File: src/hw/rtl/pgtu_pkg.sv
// shared constants, types and helper functions of the page table updater
`timescale 1ns / 1ps
package pgtu_pkg;

  localparam int TABLE_FRAMES = 16;
  localparam int FRM_W        = (TABLE_FRAMES > 1) ? $clog2(TABLE_FRAMES) : 1;
  localparam int FCNT_W       = $clog2(TABLE_FRAMES + 1);
  localparam int IDX_W        = 9;
  localparam int MEM_AW       = FRM_W + IDX_W;
  localparam int MEM_DEPTH    = TABLE_FRAMES * 512;

  localparam logic OP_MAP   = 1'b0;
  localparam logic OP_UNMAP = 1'b1;

  localparam logic [2:0] ST_DONE      = 3'd0;
  localparam logic [2:0] ST_NO_ROOT   = 3'd1;
  localparam logic [2:0] ST_OUTSIDE   = 3'd2;
  localparam logic [2:0] ST_NO_FRAMES = 3'd3;
  localparam logic [2:0] ST_NOT_MAPPED = 3'd4;

  // datapath command codes
  localparam logic [4:0] CMD_NOP     = 5'd0;
  localparam logic [4:0] CMD_CLR     = 5'd1;
  localparam logic [4:0] CMD_ROOT    = 5'd2;
  localparam logic [4:0] CMD_RD      = 5'd3;
  localparam logic [4:0] CMD_LATCH   = 5'd4;
  localparam logic [4:0] CMD_DESCEND = 5'd5;
  localparam logic [4:0] CMD_LVL0    = 5'd6;
  localparam logic [4:0] CMD_SCAN    = 5'd7;
  localparam logic [4:0] CMD_FILLZ   = 5'd8;
  localparam logic [4:0] CMD_FILLS   = 5'd9;
  localparam logic [4:0] CMD_WPTR    = 5'd10;
  localparam logic [4:0] CMD_WPTRS   = 5'd11;
  localparam logic [4:0] CMD_WLEAF   = 5'd12;
  localparam logic [4:0] CMD_WZERO   = 5'd13;
  localparam logic [4:0] CMD_RDSCAN  = 5'd14;
  localparam logic [4:0] CMD_CNTINC  = 5'd15;
  localparam logic [4:0] CMD_FREE    = 5'd16;
  localparam logic [4:0] CMD_FIN     = 5'd17;

  localparam logic [63:0] KEEP_FLAGS = 64'h8000_0000_0000_001F;

  typedef logic [FRM_W-1:0] frame_t;

  typedef struct packed {
    logic [4:0] op;
    logic       rdy;
    logic [1:0] need;
    logic [2:0] st;
  } pgtu_cmd_t;

  typedef struct packed {
    logic       clr_done;
    logic       in_valid;
    logic       op;
    logic       root_zero;
    logic       root_ok;
    logic       e_present;
    logic       e_huge;
    logic       e_ok;
    logic [1:0] lvl;
    logic       free_zero;
    logic       free_ge;
    logic       sc_free;
    logic       cnt_last;
    logic       q_present;
    logic       out_free;
  } pgtu_sts_t;

  function automatic logic frame_ok(input logic [51:0] addr, input logic [51:0] base);
    logic [39:0] d;
    d = addr[51:12] - base[51:12];
    return (addr[51:12] >= base[51:12]) && (d < 40'(TABLE_FRAMES));
  endfunction

  function automatic frame_t frame_idx(input logic [51:0] addr, input logic [51:0] base);
    logic [39:0] d;
    d = addr[51:12] - base[51:12];
    return d[FRM_W-1:0];
  endfunction

endpackage

File: src/hw/rtl/pgtu_ctrl.sv
// controller: sequences table walks, splits, allocation and empty-table checks
`timescale 1ns / 1ps
module pgtu_ctrl import pgtu_pkg::*; (
  input  logic      clk,
  input  logic      rst_n,
  input  pgtu_sts_t sts,
  output pgtu_cmd_t cmd
);

  localparam logic [4:0] S_CLR  = 5'd0;
  localparam logic [4:0] S_IDLE = 5'd1;
  localparam logic [4:0] S_ROOT = 5'd2;
  localparam logic [4:0] S_CRD  = 5'd3;
  localparam logic [4:0] S_CLT  = 5'd4;
  localparam logic [4:0] S_CEV  = 5'd5;
  localparam logic [4:0] S_FCK  = 5'd6;
  localparam logic [4:0] S_WRD  = 5'd7;
  localparam logic [4:0] S_WLT  = 5'd8;
  localparam logic [4:0] S_WEV  = 5'd9;
  localparam logic [4:0] S_SSC  = 5'd10;
  localparam logic [4:0] S_SFL  = 5'd11;
  localparam logic [4:0] S_SPT  = 5'd12;
  localparam logic [4:0] S_ASC  = 5'd13;
  localparam logic [4:0] S_AFL  = 5'd14;
  localparam logic [4:0] S_APT  = 5'd15;
  localparam logic [4:0] S_LEAF = 5'd16;
  localparam logic [4:0] S_URD  = 5'd17;
  localparam logic [4:0] S_ULT  = 5'd18;
  localparam logic [4:0] S_UEV  = 5'd19;
  localparam logic [4:0] S_ERD  = 5'd20;
  localparam logic [4:0] S_ECK  = 5'd21;
  localparam logic [4:0] S_FREE = 5'd22;
  localparam logic [4:0] S_ZERO = 5'd23;
  localparam logic [4:0] S_FIN  = 5'd24;

  logic [4:0] state_r, state_nxt;
  logic [1:0] need_r, need_nxt;
  logic [2:0] st_r, st_nxt;

  always_comb begin
    cmd       = '0;
    cmd.need  = need_r;
    cmd.st    = st_r;
    state_nxt = state_r;
    need_nxt  = need_r;
    st_nxt    = st_r;
    unique case (state_r)
      S_CLR: begin
        cmd.op = CMD_CLR;
        if (sts.clr_done) state_nxt = S_IDLE;
      end
      S_IDLE: begin
        cmd.rdy = 1'b1;
        if (sts.in_valid) state_nxt = S_ROOT;
      end
      S_ROOT: begin
        if (sts.root_zero) begin
          st_nxt = ST_NO_ROOT; state_nxt = S_FIN;
        end else if (!sts.root_ok) begin
          st_nxt = ST_OUTSIDE; state_nxt = S_FIN;
        end else begin
          cmd.op    = CMD_ROOT;
          state_nxt = (sts.op == OP_UNMAP) ? S_URD : S_CRD;
        end
      end
      // map, first pass: count the frames needed
      S_CRD: begin
        cmd.op = CMD_RD; state_nxt = S_CLT;
      end
      S_CLT: begin
        cmd.op = CMD_LATCH; state_nxt = S_CEV;
      end
      S_CEV: begin
        if (sts.lvl == 2'd2) begin
          if (sts.e_present && !sts.e_huge) begin
            if (!sts.e_ok) begin
              st_nxt = ST_OUTSIDE; state_nxt = S_FIN;
            end else begin
              need_nxt = 2'd0; state_nxt = S_FCK;
            end
          end else begin
            need_nxt = 2'd1; state_nxt = S_FCK;
          end
        end else if (!sts.e_present || (sts.lvl == 2'd1 && sts.e_huge)) begin
          need_nxt  = (sts.lvl == 2'd0) ? 2'd3 : 2'd2;
          state_nxt = S_FCK;
        end else if (!sts.e_ok) begin
          st_nxt = ST_OUTSIDE; state_nxt = S_FIN;
        end else begin
          cmd.op = CMD_DESCEND; state_nxt = S_CRD;
        end
      end
      S_FCK: begin
        if (!sts.free_ge) begin
          st_nxt = ST_NO_FRAMES; state_nxt = S_FIN;
        end else begin
          cmd.op = CMD_LVL0; state_nxt = S_WRD;
        end
      end
      // map, second pass: split, allocate, descend
      S_WRD: begin
        cmd.op = CMD_RD; state_nxt = S_WLT;
      end
      S_WLT: begin
        cmd.op = CMD_LATCH; state_nxt = S_WEV;
      end
      S_WEV: begin
        if (sts.lvl != 2'd0 && sts.e_present && sts.e_huge) begin
          if (sts.free_zero) begin
            st_nxt = ST_NO_FRAMES; state_nxt = S_FIN;
          end else begin
            state_nxt = S_SSC;
          end
        end else if (!sts.e_present) begin
          if (sts.free_zero) begin
            st_nxt = ST_NO_FRAMES; state_nxt = S_FIN;
          end else begin
            state_nxt = S_ASC;
          end
        end else if (!sts.e_ok) begin
          st_nxt = ST_OUTSIDE; state_nxt = S_FIN;
        end else begin
          cmd.op    = CMD_DESCEND;
          state_nxt = (sts.lvl == 2'd2) ? S_LEAF : S_WRD;
        end
      end
      S_SSC: begin
        cmd.op = CMD_SCAN;
        if (sts.sc_free) state_nxt = S_SFL;
      end
      S_SFL: begin
        cmd.op = CMD_FILLS;
        if (sts.cnt_last) state_nxt = S_SPT;
      end
      S_SPT: begin
        cmd.op = CMD_WPTRS; state_nxt = S_WEV;
      end
      S_ASC: begin
        cmd.op = CMD_SCAN;
        if (sts.sc_free) state_nxt = S_AFL;
      end
      S_AFL: begin
        cmd.op = CMD_FILLZ;
        if (sts.cnt_last) state_nxt = S_APT;
      end
      S_APT: begin
        cmd.op = CMD_WPTR; state_nxt = S_WEV;
      end
      S_LEAF: begin
        cmd.op = CMD_WLEAF; st_nxt = ST_DONE; state_nxt = S_FIN;
      end
      // unmap walk
      S_URD: begin
        cmd.op = CMD_RD; state_nxt = S_ULT;
      end
      S_ULT: begin
        cmd.op = CMD_LATCH; state_nxt = S_UEV;
      end
      S_UEV: begin
        if (!sts.e_present || (sts.lvl != 2'd0 && sts.lvl != 2'd3 && sts.e_huge)) begin
          st_nxt = ST_NOT_MAPPED; state_nxt = S_FIN;
        end else if (sts.lvl == 2'd3) begin
          cmd.op = CMD_WZERO; state_nxt = S_ERD;
        end else if (!sts.e_ok) begin
          st_nxt = ST_OUTSIDE; state_nxt = S_FIN;
        end else begin
          cmd.op = CMD_DESCEND; state_nxt = S_URD;
        end
      end
      // empty check of the current table, entry by entry
      S_ERD: begin
        cmd.op = CMD_RDSCAN; state_nxt = S_ECK;
      end
      S_ECK: begin
        if (sts.q_present) begin
          st_nxt = ST_DONE; state_nxt = S_FIN;
        end else begin
          cmd.op    = CMD_CNTINC;
          state_nxt = sts.cnt_last ? S_FREE : S_ERD;
        end
      end
      S_FREE: begin
        cmd.op = CMD_FREE; state_nxt = S_ZERO;
      end
      S_ZERO: begin
        cmd.op = CMD_WZERO;
        if (sts.lvl == 2'd0) begin
          st_nxt = ST_DONE; state_nxt = S_FIN;
        end else begin
          state_nxt = S_ERD;
        end
      end
      S_FIN: begin
        if (sts.out_free) begin
          cmd.op = CMD_FIN; state_nxt = S_IDLE;
        end
      end
      default: state_nxt = S_IDLE;
    endcase
  end

  always_ff @(posedge clk) begin
    if (!rst_n) begin
      state_r <= S_CLR;
      need_r  <= '0;
      st_r    <= ST_DONE;
    end else begin
      state_r <= state_nxt;
      need_r  <= need_nxt;
      st_r    <= st_nxt;
    end
  end

endmodule

File: config.mk
export PLATFORM = sky130hd
export DESIGN_NAME = pgtu_ctrl
export DESIGN_NICKNAME = d
export VERILOG_FILES = /design/src/hw/rtl/pgtu_pkg.sv /design/src/hw/rtl/pgtu_ctrl.sv
export SDC_FILE = /design/constraint.sdc
export NUM_CORES = 1
export LEC_CHECK = 0
export BUFFER_PORTS_ARGS = -buffer_cell sky130_fd_sc_hd__buf_2
export CORE_AREA = 3 3 65 67
export CTS_CLUSTER_SIZE = 12
export DETAILED_ROUTE_END_ITERATION = 16
export DIE_AREA = 0 0 68 70
export HOLD_SLACK_MARGIN = 0.15
export PLACE_DENSITY = 0.6
export SLEW_MARGIN = 20
export SYNTH_ARGS = -nofsm -noshare
export SYNTH_HDL_FRONTEND = slang
export SYNTH_SLANG_ARGS = --single-unit
export TNS_END_PERCENT = 10
File: constraint.sdc
create_clock -name clk -period 5.77 [get_ports clk]
set_input_delay 0.577 -clock clk [delete_from_list [all_inputs] [get_ports clk]]
set_output_delay 0.577 -clock clk [all_outputs]
set_load 0.005 [all_outputs]
==> flow_metrics.py, run 1 <==
metrics = {
    "global_route": {
        "grt_overflow": 0,
        "grt_max_degree": 46,
        "antenna_found_initial": 0,
        "grt_usage_pct": 21.6,
        "grt_pass1_vias": 1641,
        "grt_pass1_wl_mm": 8.23,
    },
    "floorplanning": {
        "pin_count": 29,
        "start_util_pct": 44.0,
        "core-area_um2": 3690,
        "die-area_um2": 4760,
        "rows": 22,
        "die_w_um": 68,
        "die_y_um": 70,
    },
    "clock_tree": {
        "clock-root-buffer": "clkbuf_8",
        "cts_inserted_buffers": 3,
        "clock_latency_ns": 0.24,
        "ctsHoldBuffers": 0,
        "cts_buffer_depth": 2,
        "cts_max_level": 1,
        "cts_tree": "done",
        "post-cts-setup-buffers": 0,
        "numClockSinks": 10,
        "clk_pin_slew_ns": 0.05,
        "cts_resized": 0,
    },
    "synth": {
        "ys_types": 59,
        "yosysTopAreaCellShare_pct": 12.3,
        "ys_ff_latch": 10,
        "synth_fp_nets": 265,
        "synth.area.top_cells": "dfxtp_1, a21oi_1, nand2_1, a211oi_1, nand2b_1",
        "synth.most_common_cell": "nand2_1",
        "synth_flop_cell": "dfxtp_1",
        "syn_area_um2": 1620,
        "synth_edf_count": 0,
        "yosysWarnings": 0,
        "syn_avg_cell_area_um2": 6.68,
        "yosys-top-cells-count": "nand2_1, a21oi_1, nor2_1",
        "async_flop_share_pct": 0,
        "yosysSeqAreaShare_pct": 12.3,
        "netlist_instances": 243,
        "yosys.area.top_type": "dfxtp_1",
    },
    "critical_path": {
        "cp_slowest_stage_delay_ns": 0.73,
        "critical_path_class": "reg -> out",
        "cp-start-kind": "flop",
        "cp.required_ns": 5.19,
        "worst-path-buf-inv": 2,
        "cp-startpoint": "state_r[1]",
        "critPathTopFamily": "flip-flops",
        "worst_path_max_delay_cell": "dfxtp_1",
        "crit_chain": "buf_4 -> nor2_1 -> and3_1 -> a21oi_1 -> nand4_1 -> buf_2",
        "critPathArrivalTime_ns": 2.29,
        "critical_path.max_fanout": 21,
        "critPathCaptureType": "output pin",
        "reg2reg_from": "state_r[1]",
    },
    "timing": {
        "setup_viol": 0,
        "fin_ws_ns": 2.90,
        "fmax_ghz": 0.349,
        "fin_skew_ns": 0.00456,
        "relSlewSlack_pct": 42.0,
        "fin_crit_sh_pct": 49.7,
        "finalHoldViolations": 0,
        "period_minus_slack_ns": 2.87,
        "fin_setup_tns_ns": 0,
        "maxSlewViolCount": 0,
        "rsz0062_at_grt": "no",
        "worst_pin_slew_ns": 0.869,
    },
    "worst_hold_path": {
        "hp-class": "reg -> reg",
        "min_from": "st_r[0]",
    },
    "drt": {
        "route.detailed.drc": 0,
        "ant_nets": 0,
        "initialDrtViolationCount": 208,
        "wl_per_cell_um": 16.4,
        "num_vias": 1880,
        "first_pass_iters": 5,
        "wirelength_mm": 5.03,
        "viasPerCell": 6.14,
    },
    "pwr": {
        "p_per_area_nw_per_um2": 259,
        "vdd_drop_max_uv": 220,
        "p_total_uw": 468,
        "leakagePower_uw": 0.000754,
    },
    "run": {
        "drv_cap": 0,
    },
    "cells_and_area": {
        "fin_util_pct": 48.9,
        "syn_to_final_growth_pct": 11.3,
        "drive_gt1_share_pct": 15.9,
        "nets": 281,
        "antenna_cells": 0,
    },
    "placement": {
        "gp_congestion": 0.947,
        "dp_slack_ns": 3.18,
        "detailed_place_hpwl_mm": 3.83,
        "io_buffers": 28,
    },
    "outcome": {
        "status": "complete, no violations",
    },
}
## final timing paths
check	to	slack [ns]	cells past startpoint
setup / recovery	cmd[8]	2.90	6
hold / removal	st_r[0]	0.47	2
setup reg to reg	state_r[2]	3.10	6
hold reg to reg	st_r[0]	0.47	2
## cells by family after synthesis
kind of cell / count (synthesis) / synth area share (%)
simple gates: 113 / 38.9
buf+inv: 28 / 7.71
compound gates: 84 / 35.5
flops: 10 / 12.3
fa+ha+maj: 4 / 3.08
xor+xnor: 1 / 0.540
mux: 3 / 1.93
## per-layer routing
metal  wire, µm  share of wire, %  vias to the layer above  track usage (%)
li1           -                 -                      951                -
met1       2360                47                      849             32.6
met2       2230                44                       74             33.4
met3        408               8.1                        6             2.41
met4         41              0.81                        0             2.21
met5          0                 0                        -                0
## per-stage QoR
step	area [µm²]	cells	hold WS [ns]
4_1_cts	1810	306	0.476
3_5_place_dp	1750	302	0.469
2_1_floorplan	1620	243	0.456
3_3_place_gp	1750	302	0.461
5_1_grt	1810	306	0.491
6_report	1810	306	0.473
## layout make-up
class,count,area [µm²]
timing repair buffer,31,163
fill,420,1880
clock buffer,4,55.1
multi-input combinational,205,1300
tap,48,60.1
inverter,8,30.0
sequential,10,200
## flip-flops by register name, indices dropped and copies added (netlist names)
name / flops
state_r: 5
st_r: 3
need_r: 2
## layout by cell type, fill, tap and decap left out, types with 2 or more instances in the layout
cell,instances
a21boi_0,3
nand2b_1,13
and2_1,6
a2111oi_0,2
mux2i_1,2
buf_2,28
nand4_1,8
nor2b_1,10
a32o_1,3
o22ai_1,3
nor4b_1,2
a311oi_1,2
dfxtp_1,10
o32ai_1,3
buf_4,3
a21oi_1,20
nor2_1,15
a2111o_1,2
nor3_1,3
o211ai_1,3
and3_1,5
a21o_1,2
a211oi_1,11
ha_1,4
o31a_1,2
o21ai_0,13
nand3_1,13
clkbuf_8,4
inv_1,8
a31oi_1,6
nand2_1,23
## worst reg2reg max path, stage by stage (launching register included)
cell and delay (ns):
dfxtp_1 0.73, buf_4 0.33, nor2_1 0.18, nand3_1 0.32
o22ai_1 0.15, or4b_1 0.57, a32o_1 0.29
## report_power, final
group	total (µW)	internal (µW)	switching [µW]
clock network	87.7	60.0	27.7
registers	97.2	77.7	19.5
logic	283	116	168
total	468	254	215
Power figures use the tool's default switching activity.
==> inputs of run 2 (changes only) <==
Settings changed: PLACE_DENSITY 0.6 to 0.62.
Clock period 5.77 ns to 2.3 ns, I/O delays scaled along.
==> run 2 against run 1 <==
Against the previous run: worst hold slack worse by 0.16 ns; flip-flop and latch count unchanged; combinational power rose to 2.8 times the previous value; cell count up 4.6%; largest power group unchanged; highest routed layer unchanged.
==> flow_metrics.py, run 2 (synthesized netlist as in run 1, its figures left out) <==
metrics = {
    "critical_path": {
        "critical_path.max_fanout": 11,
        "critPathArrivalTime_ns": 1.88,
        "critPathCaptureType": "output pin",
        "rr_endpoint": "st_r[2]",
        "reg2reg_from": "state_r[2]",
        "cp.required_ns": 2.07,
        "crit_chain": "nor2b_1 -> and3_1 -> a21oi_1 -> nand4_1 -> buf_2",
        "rr_worst_depth": 6,
        "cp-startpoint": "state_r[3]",
        "cp_slowest_stage_delay_ns": 0.54,
        "r2r_slack_ns": 0.21,
        "cp-start-kind": "flop",
        "critical_path_class": "reg -> out",
        "worst_path_max_delay_cell": "dfxtp_1",
    },
    "drt": {
        "viasPerCell": 6.23,
        "wl_per_cell_um": 17.0,
        "wirelength_mm": 5.43,
        "initialDrtViolationCount": 203,
        "first_pass_iters": 4,
        "num_vias": 1992,
        "ant_nets": 0,
        "route.detailed.drc": 0,
    },
    "floorplanning": {
        "pin_count": 29,
        "die_y_um": 70,
        "rows": 22,
        "die-area_um2": 4760,
        "die_w_um": 68,
        "core-area_um2": 3690,
        "start_util_pct": 44.0,
    },
    "pwr": {
        "swShare_pct": 44.4,
        "vdd_drop_max_uv": 430,
        "p_comb_share_pct": 62.0,
        "p_int_uw": 703,
        "p_sw_uw": 560,
        "p_clk_share_pct": 17.4,
        "leakagePower_uw": 0.000829,
        "seq_power_share_pct": 20.6,
        "p_per_area_nw_per_um2": 652,
    },
    "placement": {
        "detailed_place_hpwl_mm": 4.22,
        "gp_congestion": 0.917,
        "io_buffers": 28,
        "placed_area_um2": 1880,
    },
    "timing": {
        "maxSlewViolCount": 0,
        "fin_crit_sh_pct": 91.5,
        "fmax_ghz": 0.475,
        "fin_skew_ns": 0.00302,
        "fin_setup_tns_ns": 0,
        "setup_viol": 0,
        "timing.hold.ws_ns": 0.317,
        "worst_pin_slew_ns": 0.528,
        "relSlewSlack_pct": 64.5,
        "rsz0062_at_grt": "no",
        "period_minus_slack_ns": 2.11,
        "finalHoldViolations": 0,
    },
    "worst_hold_path": {
        "min_to": "state_r[4]",
        "min_from": "rst_n",
        "hp-class": "in -> reg",
        "hold_depth": 2,
    },
    "clock_tree": {
        "cts_buffer_depth": 2,
        "clk_pin_slew_ns": 0.05,
        "cts_inserted_buffers": 3,
        "ctsHoldBuffers": 0,
        "cts_tree": "done",
        "post-cts-setup-buffers": 0,
        "cts_max_level": 1,
        "clock_latency_ns": 0.23,
        "clock-root-buffer": "clkbuf_8",
        "numClockSinks": 10,
    },
    "cells_and_area": {
        "antenna_cells": 0,
        "largest_register": "state_r",
        "drive_gt1_share_pct": 20.6,
        "mostFrequentLayoutCell": "buf_2",
        "fill_cells": 379,
        "largest_reg_flops": 5,
        "nets": 295,
        "syn_to_final_growth_pct": 19.4,
        "mostFrequentLayoutCells": "buf_2, nand2_1, a21oi_1",
        "largestRegisters": "state_r x5, st_r x3, need_r x2",
        "stdcell_area_um2": 1940,
    },
    "global_route": {
        "gr-usage-met3_pct": 2.41,
        "grt_busiest_layer": "met2",
        "grt.met1_usage_pct": 35.1,
        "use_met2_pct": 36.1,
        "grt_overflow": 0,
        "grt_usage_pct": 23.8,
        "grt_pass1_vias": 1794,
        "grt_pass1_wl_mm": 8.96,
        "antenna_found_initial": 0,
        "grt_max_degree": 23,
    },
    "outcome": {
        "status": "complete, no violations",
    },
    "run": {
        "drv_cap": 0,
    },
}
## run 2: changes by cell type in the layout (fill, tap and decap cells not counted)
cell / before / now
buf_12: 0 / 2
buf_4: 3 / 15
dfxtp_1: 10 / 9
dfxtp_2: 0 / 1
## run 2: worst max-delay path by stage
stage | end | slack [ns] | cells past startpoint
floorplan | state_r[3] | 0.35 | 7
global placement | st_r[0] | 0.20 | 6
detailed placement | st_r[2] | 0.13 | 6
CTS | cmd[6] | 0.10 | 7
global route | st_r[1] | 0.06 | 6
finish | cmd[8] | 0.19 | 5
## run 2: repair_timing
item,4_1_cts,5_1_grt
gates resized for setup,0,1
hold endpoints to repair,0,0
setup endpoints to repair,0,2
## run 2: cell type report
type                       count  area [µm²]  area share, %
timing repair buffer          45         293           15.1
clock buffer                   4        55.1           2.84
sequential                    10         201           10.4
tap                           48        60.1           3.10
multi-input combinational    205        1300           67.0
inverter                       8        30.0           1.55
## run 2: power groups by stage
| stage | logic, µW | registers [µW] | clock network [µW] |
|---|---|---|---|
| after floorplan | 558 | 217 | 0 |
| after global placement | 765 | 259 | 0 |
| after detailed placement | 763 | 261 | 0 |
| after CTS | 770 | 256 | 223 |
| after global routing | 860 | 264 | 235 |
| final | 784 | 260 | 220 |
## run 2: routing by layer
layer	vias to the layer above	routed length, µm
li1	978	-
met1	904	2510
met2	97	2410
met3	13	396
met4	0	110
met5	-	0
## run 2: per-stage QoR
stage / util, % / instances / total power, µW / setup WS, ns
floorplan: - / 243 / 775 / 0.347
global placement: 51.0 / 316 / 1020 / 0.199
detailed placement: 51.0 / 316 / 1020 / 0.130
CTS: 52.5 / 320 / 1250 / 0.101
global route: 52.5 / 320 / 1360 / 0.0577
finish: 52.5 / 320 / 1260 / 0.194
## run 2: critical path, delay by kind of cell (launching register included)
kind | cells | cell delay [ns]
buffers and inverters | 1 | 0.12
DFF | 1 | 0.54
and+or+nand+nor | 3 | 0.82
AOI/OAI and AO/OA | 1 | 0.16
